### src/pre_pkg.sv
// Shared constants, codes and the LFSR step for the page replacement engine.
package pre_pkg;

  localparam int DEF_MAX_FRAMES = 64;
  localparam int DEF_STAMP_BITS = 32;

  localparam int PAGE_W     = 24;
  localparam int IDX_OUT_W  = 6;
  localparam int CNT_W      = 32;
  localparam int FC_W       = 7;
  localparam int SH_W       = 5;
  localparam int POL_W      = 2;
  localparam int CFG_IDX_W  = 2;
  localparam int CFG_DATA_W = 7;

  localparam logic [FC_W-1:0] FC_RESET = 7'd64;
  localparam logic [SH_W-1:0] SH_RESET = 5'd12;
  localparam logic [SH_W-1:0] SH_MIN   = 5'd8;
  localparam logic [SH_W-1:0] SH_MAX   = 5'd20;

  localparam int                LFSR_W    = 16;
  localparam logic [LFSR_W-1:0] LFSR_POLY = 16'hB400;
  localparam logic [LFSR_W-1:0] LFSR_SEED = 16'hACE1;

  typedef enum logic [POL_W-1:0] {
    POL_FIFO   = 2'd0,
    POL_LRU    = 2'd1,
    POL_RANDOM = 2'd2,
    POL_CLOCK  = 2'd3
  } policy_t;

  typedef enum logic [CFG_IDX_W-1:0] {
    CFG_FRAME_COUNT = 2'd0,
    CFG_PAGE_OFFSET = 2'd1,
    CFG_POLICY      = 2'd2
  } cfg_idx_t;

  // Galois step: shift right, fold in the polynomial when a one falls out.
  function automatic logic [LFSR_W-1:0] lfsr_step(input logic [LFSR_W-1:0] s);
    logic [LFSR_W-1:0] sh;
    sh = s >> 1;
    return s[0] ? (sh ^ LFSR_POLY) : sh;
  endfunction

endpackage

### src/pre_modu.sv
// Bit-serial remainder unit: dividend modulo a small divisor, one bit per cycle.
module pre_modu #(
  parameter int NW = pre_pkg::FC_W
) (
  input  logic                      clk,
  input  logic                      rst,
  input  logic                      start,
  input  logic [pre_pkg::LFSR_W-1:0] dividend,
  input  logic [NW-1:0]             divisor,
  output logic                      done,
  output logic [NW-1:0]             remainder
);

  localparam int CW = $clog2(pre_pkg::LFSR_W + 1);

  logic [CW-1:0]              cnt;
  logic [pre_pkg::LFSR_W-1:0] dvd;
  logic [NW:0]                trial;
  logic                       ge;

  assign trial = {remainder, dvd[pre_pkg::LFSR_W-1]};
  assign ge    = trial >= {1'b0, divisor};

  always_ff @(posedge clk) begin
    if (rst) begin
      cnt  <= '0;
      done <= 1'b0;
    end else begin
      done <= 1'b0;
      if (start) begin
        cnt <= CW'(pre_pkg::LFSR_W);
      end else if (cnt != '0) begin
        cnt  <= cnt - CW'(1);
        done <= (cnt == CW'(1));
      end
    end
  end

  always_ff @(posedge clk) begin
    if (start) begin
      dvd       <= dividend;
      remainder <= '0;
    end else if (cnt != '0) begin
      dvd       <= dvd << 1;
      remainder <= ge ? NW'(trial - {1'b0, divisor}) : NW'(trial);
    end
  end

  a_start_idle: assert property (@(posedge clk) disable iff (rst)
    start |-> cnt == '0) else $error("remainder unit restarted while busy");
  a_done_pulse: assert property (@(posedge clk) disable iff (rst)
    done |=> !done) else $error("remainder done held over two cycles");
  a_rem_range: assert property (@(posedge clk) disable iff (rst)
    done |-> (remainder < divisor)) else $error("remainder not below divisor");

endmodule
### config.mk
export PLATFORM = sky130hd
export DESIGN_NAME = pre_modu
export DESIGN_NICKNAME = d
export VERILOG_FILES = /design/src/pre_pkg.sv /design/src/pre_modu.sv
export SDC_FILE = /design/constraint.sdc
export NUM_CORES = 1
export LEC_CHECK = 0
export ABC_AREA = 1
export BUFFER_PORTS_ARGS = -buffer_cell sky130_fd_sc_hd__buf_4
export CORE_ASPECT_RATIO = 0.75
export CORE_MARGIN = 5
export CORE_UTILIZATION = 49
export CTS_CLUSTER_DIAMETER = 80
export DETAILED_ROUTE_END_ITERATION = 10
export PLACE_DENSITY = 0.76
export SLEW_MARGIN = 20
export SYNTH_ARGS = -nofsm -noshare
export SYNTH_HDL_FRONTEND = slang
export SYNTH_SLANG_ARGS = --single-unit
export TNS_END_PERCENT = 30
### constraint.sdc
create_clock -name clk -period 1.8 [get_ports clk]
set_input_delay 0.27 -clock clk [delete_from_list [all_inputs] [get_ports clk]]
set_output_delay 0.27 -clock clk [all_outputs]
set_load 0.01 [all_outputs]
==> results of run 1 <==
registers in the layout, summed over array words and instances (netlist names):
name       flops
dvd           16
done           1
remainder      7
cnt            5
stage by stage:
step	hold slack, ns	util	cell area [sq um]	TNS [ns]
finish	0.160	0.649	2120	-0.000530
CTS	0.149	0.625	2040	0
global route	0.151	0.649	2120	-0.508
detailed placement	0.438	0.598	1950	-0.0227
global placement	0.437	0.598	1950	0
floorplan	0.339	-	1640	0
cell families (layout without fill, tap and decap cells):
group / count (synthesis) / count (layout) / share of synthesized area
buffers and inverters: 35 / 80 / 0.0816
flip-flops: 29 / 29 / 0.452
AO/OA/AOI/OAI: 14 / 14 / 0.0496
AND/OR/NAND/NOR: 119 / 120 / 0.320
XOR/XNOR: 3 / 3 / 0.0160
adder cells (fa/ha/maj): 10 / 10 / 0.0809
routing by layer:
metal  GRT usage  vias to the layer above  wire length [microns]
li1            -                      751                      -
met1       0.195                      630                   1580
met2       0.245                       32                   1530
met3      0.0542                        4                    155
met4      0.0673                        0                     57
met5           0                        -                      0
cells in the mapped netlist, drive strengths merged:
library cell	number	area (sq um)
nor4	1	6.26
or2	3	21.3
nor2	4	15.0
nor3	1	10.0
nand3b	2	15.0
dfxtp	13	260
xnor2	1	8.76
nand4	2	12.5
clkinv	1	3.75
nand3	18	95.1
buf	3	13.8
ha	9	113
xor2	2	17.5
fa	1	20.0
inv	31	116
nand2	88	350
edfxtp	16	480
o21ai	7	35.0
a21oi	7	46.3
worst max-delay path by stage:
stage / to / slack [ns] / depth (start not counted)
2_1_floorplan: remainder[5]$_SDFFE_PP0P_ / 0.11 / 14
3_3_place_gp: remainder[6]$_SDFFE_PP0P_ / 0.04 / 14
3_5_place_dp: remainder[5]$_SDFFE_PP0P_ / -0.02 / 14
4_1_cts: remainder[5]$_SDFFE_PP0P_ / 0.03 / 14
5_1_grt: remainder[5]$_SDFFE_PP0P_ / -0.10 / 14
6_report: remainder[4]$_SDFFE_PP0P_ / -0.0005 / 12
what timing repair did:
action | CTS | global route
setup buffers | 0 | 3
endpoints found under the setup margin | 2 | 7
cloned | 0 | 1
endpoints found under the hold margin | 0 | 0
gates resized for setup | 1 | 13
pin swaps | 0 | 6
area by class of cell:
cell class	count	area share
Timing Repair Buffer	40	0.143
Clock buffer	6	0.0342
Sequential cell	29	0.349
Tap cell	40	0.0236
Clock inverter	2	0.00472
Inverter	32	0.0567
Multi-Input combinational cell	147	0.388
critical path, delay by kind of cell, from the launching register on:
family	cells	cell delay, ns
xor gates and xnor gates	1	0.13
adders and majority gates	2	0.52
buffers and inverters	3	0.24
DFF	1	0.37
and+or+nand+nor	6	0.44
where the power goes:
group	switching, mW	leakage [nW]	total, mW	internal, mW
Combinational	0.601	0.799	1.07	0.468
Sequential	0.0794	0.275	0.929	0.849
Clock	0.224	0.0450	0.491	0.267
Total	0.905	1.12	2.49	1.58
placed cells by master (no fill, tap or decap), drive strengths merged:
master,n
dfxtp,13
or2,3
fa,1
nor3,1
inv,31
nand3,18
nor4,1
o21ai,7
nand3b,2
xnor2,1
a21oi,7
edfxtp,16
buf,40
nor2,4
xor2,2
nand4,2
nand2,89
ha,9
clkinv,3
clkbuf,6
==> impl_results.md, run 1 <==
- Worst r2r path cells: 12
- Max Fclk: 0.555 GHz
- FP Rows: 18
- Part of the cycle the worst path needs: 1.00
- DR pass1 iterations: 4
- Placed cell count: 284
- Worst Setup End Kind: flip-flop
- Final setup skew: 0.00213 ns
- Die width: 76.8 microns
- Worst EP arrival: 1.97 ns
- Pwr Total: 2.49 mW
- Core footprint: 3270 sq um
- CTS hold repair buffers: 0
- Slowest cell on crit path: fa_2
- Yosys cell types: 28
- GRT overflow: 0
- Hold Path End: cnt[4]$_SDFFE_PP0P_
- Final wirelength: 3.33 mm
- Largest net degree at the start of global routing: 19
- Synthesized instance count: 210
- Initial antenna violation count: 0
- Hold Path Depth: 2
- Fill cells: 292
- Final Max Slew Viols: 0
- Die height: 60.1 microns
- Failing checks: setup timing
- R2R setup slack: -0.0005 ns
- Worst Hold Class: in2reg
- Critical path cell sequence: inv_2 > ha_4 > inv_2 > fa_2 > nand2_2 > nand2_4 > nand2_4 > buf_6 > xor2_2 > nand2_1 > nand3_1 > nand2_1
- Crit-path max FO: 3
- Placer Congestion: 0.834
- Fin cells: 296
- Top Ports: 34
- Diode count: 0
- Area of the multi-input gates: 822 sq um
- Detailed Route Iter0 Violations: 72
- Sequential fraction of the synthesis area: 0.452
- Die area: 4620 sq um
- Hold Crit Start: rst
- Fraction of layout cells with a size suffix above 1: 0.266
- Post-route ant nets: 0
- Max Cap Violations: 0
- Starting Density: 0.502
- Setup Crit Path Kind: reg2reg
- R2r endpoint: remainder[4]$_SDFFE_PP0P_
- Peak supply drop: 0.665 mV
- Synth warn: 0
- RSZ-0062 raised after global routing: yes
- Power Density: 1170 nW/um^2
- Actual slew at the worst max-slew pin: 0.312 ns
- Final Hold Viols: 0
- Final #Nets: 291
- Avg Synthesized Cell Area: 7.81 sq um
- Final WS setup: -0.000530 ns
- Sink Count: 29
- Status: finished with violations
- Vias in the first global route: 1,303
- CTS tree: built
- Mapped Nets: 246
- Worst setup path start: dvd[15]$_DFFE_PP_
- Num CTS Buffers: 5
- Port bufs: 33
- Vias per std cell: 4.79
- Longest Clk Path Bufs: 2
- Max transition margin: 0.791
- First-pass GRT wire length: 5.69 mm
- Required time worst endpoint: 1.97 ns
- Setup Viol. Count Final: 1
- Root Buffer: clkbuf_8
- HPWL after detailed placement: 2.45 mm
- Synth Cell Area: 1640 sq um
- Residual DRC: 0
- Crit start category: flip-flop
- GRT Total Usage: 0.155
- Leakage power figure: 1.12 nW
- Wirelength per Cell: 11.2 microns
- Via count: 1,417
- Clk_lat worst skew: 0.27 ns
- Storage cell area: 741 sq um
- H-tree levels: 2
- Clock slew at reported path FFs: 0.06 ns
- Pre-CTS WS: -0.0227 ns
- Crit-path max cell delay: 0.39 ns
- Post-layout min period: 1.80 ns
- Area Overhead vs Synth: 29.2%
- FF+latch count, synth: 29
- Critical R2R Launch: dvd[15]$_DFFE_PP_
No activity file was read; power rests on OpenSTA's default activity.
==> run 2: changes to the inputs <==
==> constraint.sdc (replaced) <==
create_clock -name clk -period 1.6 [get_ports clk]
set_input_delay 0.24 -clock clk [delete_from_list [all_inputs] [get_ports clk]]
set_output_delay 0.24 -clock clk [all_outputs]
set_load 0.01 [all_outputs]
==> impl_results.md, run 2 (synthesis results as in run 1) <==
- Worst Setup End Kind: flip-flop
- Max reg flops: 16
- Clock Power Share: 0.194
- Worst Hold Class: in2reg
- Post-Route Utilization: 0.658
- GRT Total Usage: 0.158
- Root Buffer: clkbuf_8
- Largest net degree at the start of global routing: 21
- Worst EP arrival: 1.91 ns
- Crit-path leading delay family: adder cells
- Max Fclk: 0.574 GHz
- Part of the cycle the worst path needs: 1.09
- Buf+Inv Stages, Crit Path: 3
- Die height: 60.1 microns
- Max Cap Violations: 0
- Critical path cell sequence: inv_2 > ha_4 > inv_2 > fa_2 > nand2_2 > nand2_2 > nand2_2 > buf_4 > xor2_1 > nand2_1 > nand3_1 > nand2_1
- First-pass GRT wire length: 5.72 mm
- Core footprint: 3270 sq um
- Final setup skew: 0.00436 ns
- Fill cells: 287
- Area Overhead vs Synth: 31.0%
- Vias per std cell: 4.83
- Switching share of power: 0.358
- Status: finished with violations
- Crit-path max FO: 2
- Post-route ant nets: 0
- Commonest non-fill, non-tap cells in the layout: nand2_1 (81), buf_4 (45), inv_1 (27)
- Int Pwr: 1.81 mW
- Largest Register: dvd
- GRT overflow: 0
- Fraction of layout cells with a size suffix above 1: 0.271
- Final #Nets: 297
- Power Density: 1310 nW/um^2
- Max transition margin: 0.791
- Die area: 4620 sq um
- Pwr Total: 2.81 mW
- Failing checks: setup timing
- Comb power frac: 0.435
- CTS tree: built
- FP Rows: 18
- Commonest non-fill, non-tap cell in the layout: nand2_1
- HPWL after detailed placement: 2.56 mm
- Longest Clk Path Bufs: 2
- Residual DRC: 0
- Final Hold Viols: 0
- Setup Viol. Count Final: 7
- Peak supply drop: 0.736 mV
- Clk_lat worst skew: 0.27 ns
- Final Max Slew Viols: 0
- Actual slew at the worst max-slew pin: 0.311 ns
- Placer Congestion: 0.827
- Die width: 76.8 microns
- Required time worst endpoint: 1.77 ns
- Crit path top cell by count: nand2_2
- Crit-path max cell delay: 0.38 ns
- Detailed Route Iter0 Violations: 73
- DR pass1 iterations: 4
- Num CTS Buffers: 5
- RSZ-0062 raised after global routing: yes
- Leakage power figure: 1.14 nW
- Sw Pwr: 1.01 mW
- Crit start category: flip-flop
- Port bufs: 33
- Final wirelength: 3.42 mm
- Slowest cell on crit path: edfxtp_1
- Registers with the most flip-flops: dvd: 16 flops, remainder: 7 flops, cnt: 5 flops
- Seq pwr share: 0.371
- Post-layout min period: 1.74 ns
- Diode count: 0
- Starting Density: 0.502
- Via count: 1,458
- Final WS setup: -0.141 ns
- CTS hold repair buffers: 0
- Setup TNS: -0.660 ns
- Sink Count: 29
- Setup Crit Path Kind: reg2reg
- H-tree levels: 2
- Initial antenna violation count: 0
- Clock slew at reported path FFs: 0.06 ns
- Top Ports: 34
- Wirelength per Cell: 11.3 microns
- Vias in the first global route: 1,324
[run 2: path summary, 6_finish.rpt]
path / from / end / slack, ns / cells after the start
setup / recovery: dvd[15]$_DFFE_PP_ / remainder[4]$_SDFFE_PP0P_ / -0.14 / 12
hold / removal: rst / cnt[4]$_SDFFE_PP0P_ / 0.14 / 2
setup reg to reg: dvd[15]$_DFFE_PP_ / remainder[4]$_SDFFE_PP0P_ / -0.14 / 12
hold reg to reg: cnt[4]$_SDFFE_PP0P_ / done$_SDFF_PP0_ / 0.45 / 1
[run 2: worst reg2reg max path, cell delays in order, from the launching register on]
cell and delay (ns):
edfxtp_1 0.38, inv_2 0.09, ha_4 0.12, inv_2 0.04, fa_2 0.34, nand2_2 0.07
nand2_2 0.06, nand2_2 0.10, buf_4 0.12, xor2_1 0.15, nand2_1 0.07, nand3_1 0.07
nand2_1 0.05
[run 2: through the flow]
stage | instances | setup slack [ns] | hold slack [ns] | instance area (sq um)
finish | 302 | -0.141 | 0.140 | 2150
global route | 302 | -0.249 | 0.136 | 2150
CTS | 301 | -0.139 | 0.132 | 2120
detailed placement | 291 | -0.138 | 0.424 | 2020
global placement | 291 | -0.0793 | 0.409 | 2020
floorplan | 210 | -0.0375 | 0.309 | 1640
[run 2: repair_timing]
action                                  CTS  global route
buffers inserted                          1             1
gates resized for setup                   0             7
endpoints found under the hold margin     0             0
endpoints found under the setup margin    7             7
cloned                                    1             0
pin swaps                                 0             3
[run 2: cell type report]
class | count | area, sq um | area share
clock buffer | 5 | 68.8 | 0.0320
clock inverter | 3 | 12.5 | 0.00582
inverter | 32 | 120 | 0.0559
multi-input combinational | 147 | 800 | 0.372
sequential | 29 | 741 | 0.345
tap | 40 | 50.0 | 0.0233
timing repair buffer | 46 | 358 | 0.166
[run 2: power groups by stage]
stage	combinational (mW)	sequential (mW)	clock [mW]
after floorplan	0.730	1.07	0
after global placement	1.13	1.05	0
after detailed placement	1.14	1.06	0
after CTS	1.17	1.04	0.570
after global routing	1.37	1.06	0.610
final	1.22	1.04	0.547
[run 2: routing by layer]
metal,global-route usage,share of wire,up-vias
li1,-,-,770
met1,0.196,0.47,648
met2,0.258,0.46,35
met3,0.0497,0.058,5
met4,0.0648,0.013,0
met5,0,0,-
==> run 3: changes to the inputs <==
--- a/config.mk
+++ b/config.mk
@@ -7,8 +7,7 @@
 export LEC_CHECK = 0
 export ABC_AREA = 1
 export BUFFER_PORTS_ARGS = -buffer_cell sky130_fd_sc_hd__buf_4
-export CORE_ASPECT_RATIO = 0.75
-export CORE_MARGIN = 5
+export CORE_MARGIN = 2
 export CORE_UTILIZATION = 49
 export CTS_CLUSTER_DIAMETER = 80
 export DETAILED_ROUTE_END_ITERATION = 10
==> impl_results.md, run 3 (synthesis results as in run 1) <==
- Commonest non-fill, non-tap cells in the layout: nand2_1 (82), buf_4 (51), inv_1 (27)
- Registers with the most flip-flops: dvd: 16 flops, remainder: 7 flops, cnt: 5 flops
- FP Rows: 21
- Wirelength per Cell: 10.1 microns
- Status: finished with violations
- Residual DRC: 0
- Max reg flops: 16
- RSZ-0062 raised after global routing: yes
- Failing checks: setup timing
- Num CTS Buffers: 5
- H-tree levels: 2
- GRT overflow: 0
- Actual slew at the worst max-slew pin: 0.323 ns
- Pwr Total: 2.68 mW
- Most Used Layer, Global Route: met2
- Placed cell count: 299
- Final setup skew: 0.00772 ns
- Worst Hold Class: in2reg
- Final wirelength: 3.16 mm
- Via count: 1,427
- Die area: 3830 sq um
- Crit start category: flip-flop
- Part of the cycle the worst path needs: 1.07
- Max Fclk: 0.586 GHz
- HPWL after detailed placement: 2.34 mm
- Root Buffer: clkbuf_4
- Placer Congestion: 0.833
- Worst Setup End Kind: flip-flop
- Initial antenna violation count: 0
- Post-layout min period: 1.71 ns
- Fin cells: 313
- Commonest non-fill, non-tap cell in the layout: nand2_1
- Met3 Resource Use GR: 0.0559
- Detailed Route Iter0 Violations: 22
- Setup TNS: -0.605 ns
- Largest Register: dvd
- First-pass GRT wire length: 5.18 mm
- Area Overhead vs Synth: 31.3%
- Die width: 61.9 microns
- Top Ports: 34
- Starting Density: 0.499
- Port bufs: 33
- Clock slew at reported path FFs: 0.09 ns
- Post-route ant nets: 0
- Max Cap Violations: 0
- Fraction of layout cells with a size suffix above 1: 0.281
- Worst EP arrival: 1.94 ns
- Fill cells: 298
- Core footprint: 3280 sq um
- DR pass1 iterations: 4
- Required time worst endpoint: 1.83 ns
- Power Density: 1240 nW/um^2
- Final WS setup: -0.106 ns
- GRT Total Usage: 0.187
- Crit-path max FO: 5
- Clk_lat worst skew: 0.32 ns
- Setup Crit Path Kind: reg2reg
- Die height: 61.9 microns
- CTS tree: built
- Setup Viol. Count Final: 7
- Longest Clk Path Bufs: 2
- Peak supply drop: 0.745 mV
- Final Max Slew Viols: 0
- Largest net degree at the start of global routing: 19
- Max transition margin: 0.783
- Final #Nets: 302
- Sink Count: 29
- GR Util met2: 0.314
- Final Hold Viols: 0
- GR Util met1: 0.229
- Hold slack final: 0.0771 ns
- Leakage power figure: 1.15 nW
- Vias in the first global route: 1,233
- Vias per std cell: 4.56
- Diode count: 0
==> run 3: where the power goes <==
part	internal [mW]	switching [mW]
clock	0.158	0.246
sequential	0.954	0.0732
combinational	0.577	0.673
==> run 3: final cells by class <==
cell class	instances	area, sq um	area share
Multi-Input combinational cell	147	802	0.372
Sequential cell	29	741	0.344
Timing Repair Buffer	51	383	0.178
Inverter	32	120	0.0558
Tap cell	46	57.6	0.0267
Clock buffer	5	37.5	0.0174
Clock inverter	3	12.5	0.00581
==> run 3: final timing paths <==
| check | startpoint | end | slack, ns | cells after the start |
|---|---|---|---|---|
| worst max-delay path | dvd[15]$_DFFE_PP_ | remainder[5]$_SDFFE_PP0P_ | -0.11 | 14 |
| worst min-delay path | rst | cnt[4]$_SDFFE_PP0P_ | 0.08 | 2 |
| worst max register to register | dvd[15]$_DFFE_PP_ | remainder[5]$_SDFFE_PP0P_ | -0.11 | 14 |
| worst min register to register | cnt[4]$_SDFFE_PP0P_ | done$_SDFF_PP0_ | 0.46 | 1 |
==> run 3: critical path: stages (launching register included) <==
cell,delay (ns)
edfxtp_1,0.39
inv_2,0.09
ha_4,0.13
inv_2,0.04
fa_2,0.34
nand2_2,0.07
nand2_2,0.08
nand2_4,0.08
nand2_4,0.06
nand2_4,0.09
nand3_1,0.07
nand2_1,0.06
inv_1,0.03
nand2_1,0.05
nand2_1,0.04
==> run 3: what timing repair did <==
| item | 4_1_cts | 5_1_grt |
|---|---|---|
| gates resized for setup | 5 | 2 |
| gates cloned | 1 | 0 |
| hold buffers | 0 | 0 |
| buffers inserted | 4 | 1 |
| pin swaps | 0 | 0 |
| setup endpoints to repair | 7 | 7 |
==> run 3: stage by stage <==
step | cell area, sq um | setup slack, ns | utilization
2_1_floorplan | 1640 | -0.0375 | -
3_3_place_gp | 2030 | -0.0742 | 0.619
3_5_place_dp | 2030 | -0.142 | 0.619
4_1_cts | 2140 | -0.111 | 0.650
5_1_grt | 2150 | -0.214 | 0.656
6_report | 2150 | -0.106 | 0.656
==> run 3: metal layers <==
layer  vias up  share of wire
met1       611           0.48
met5         -              0
met3         4          0.045
li1        779              -
met4         0          0.011
met2        33           0.46
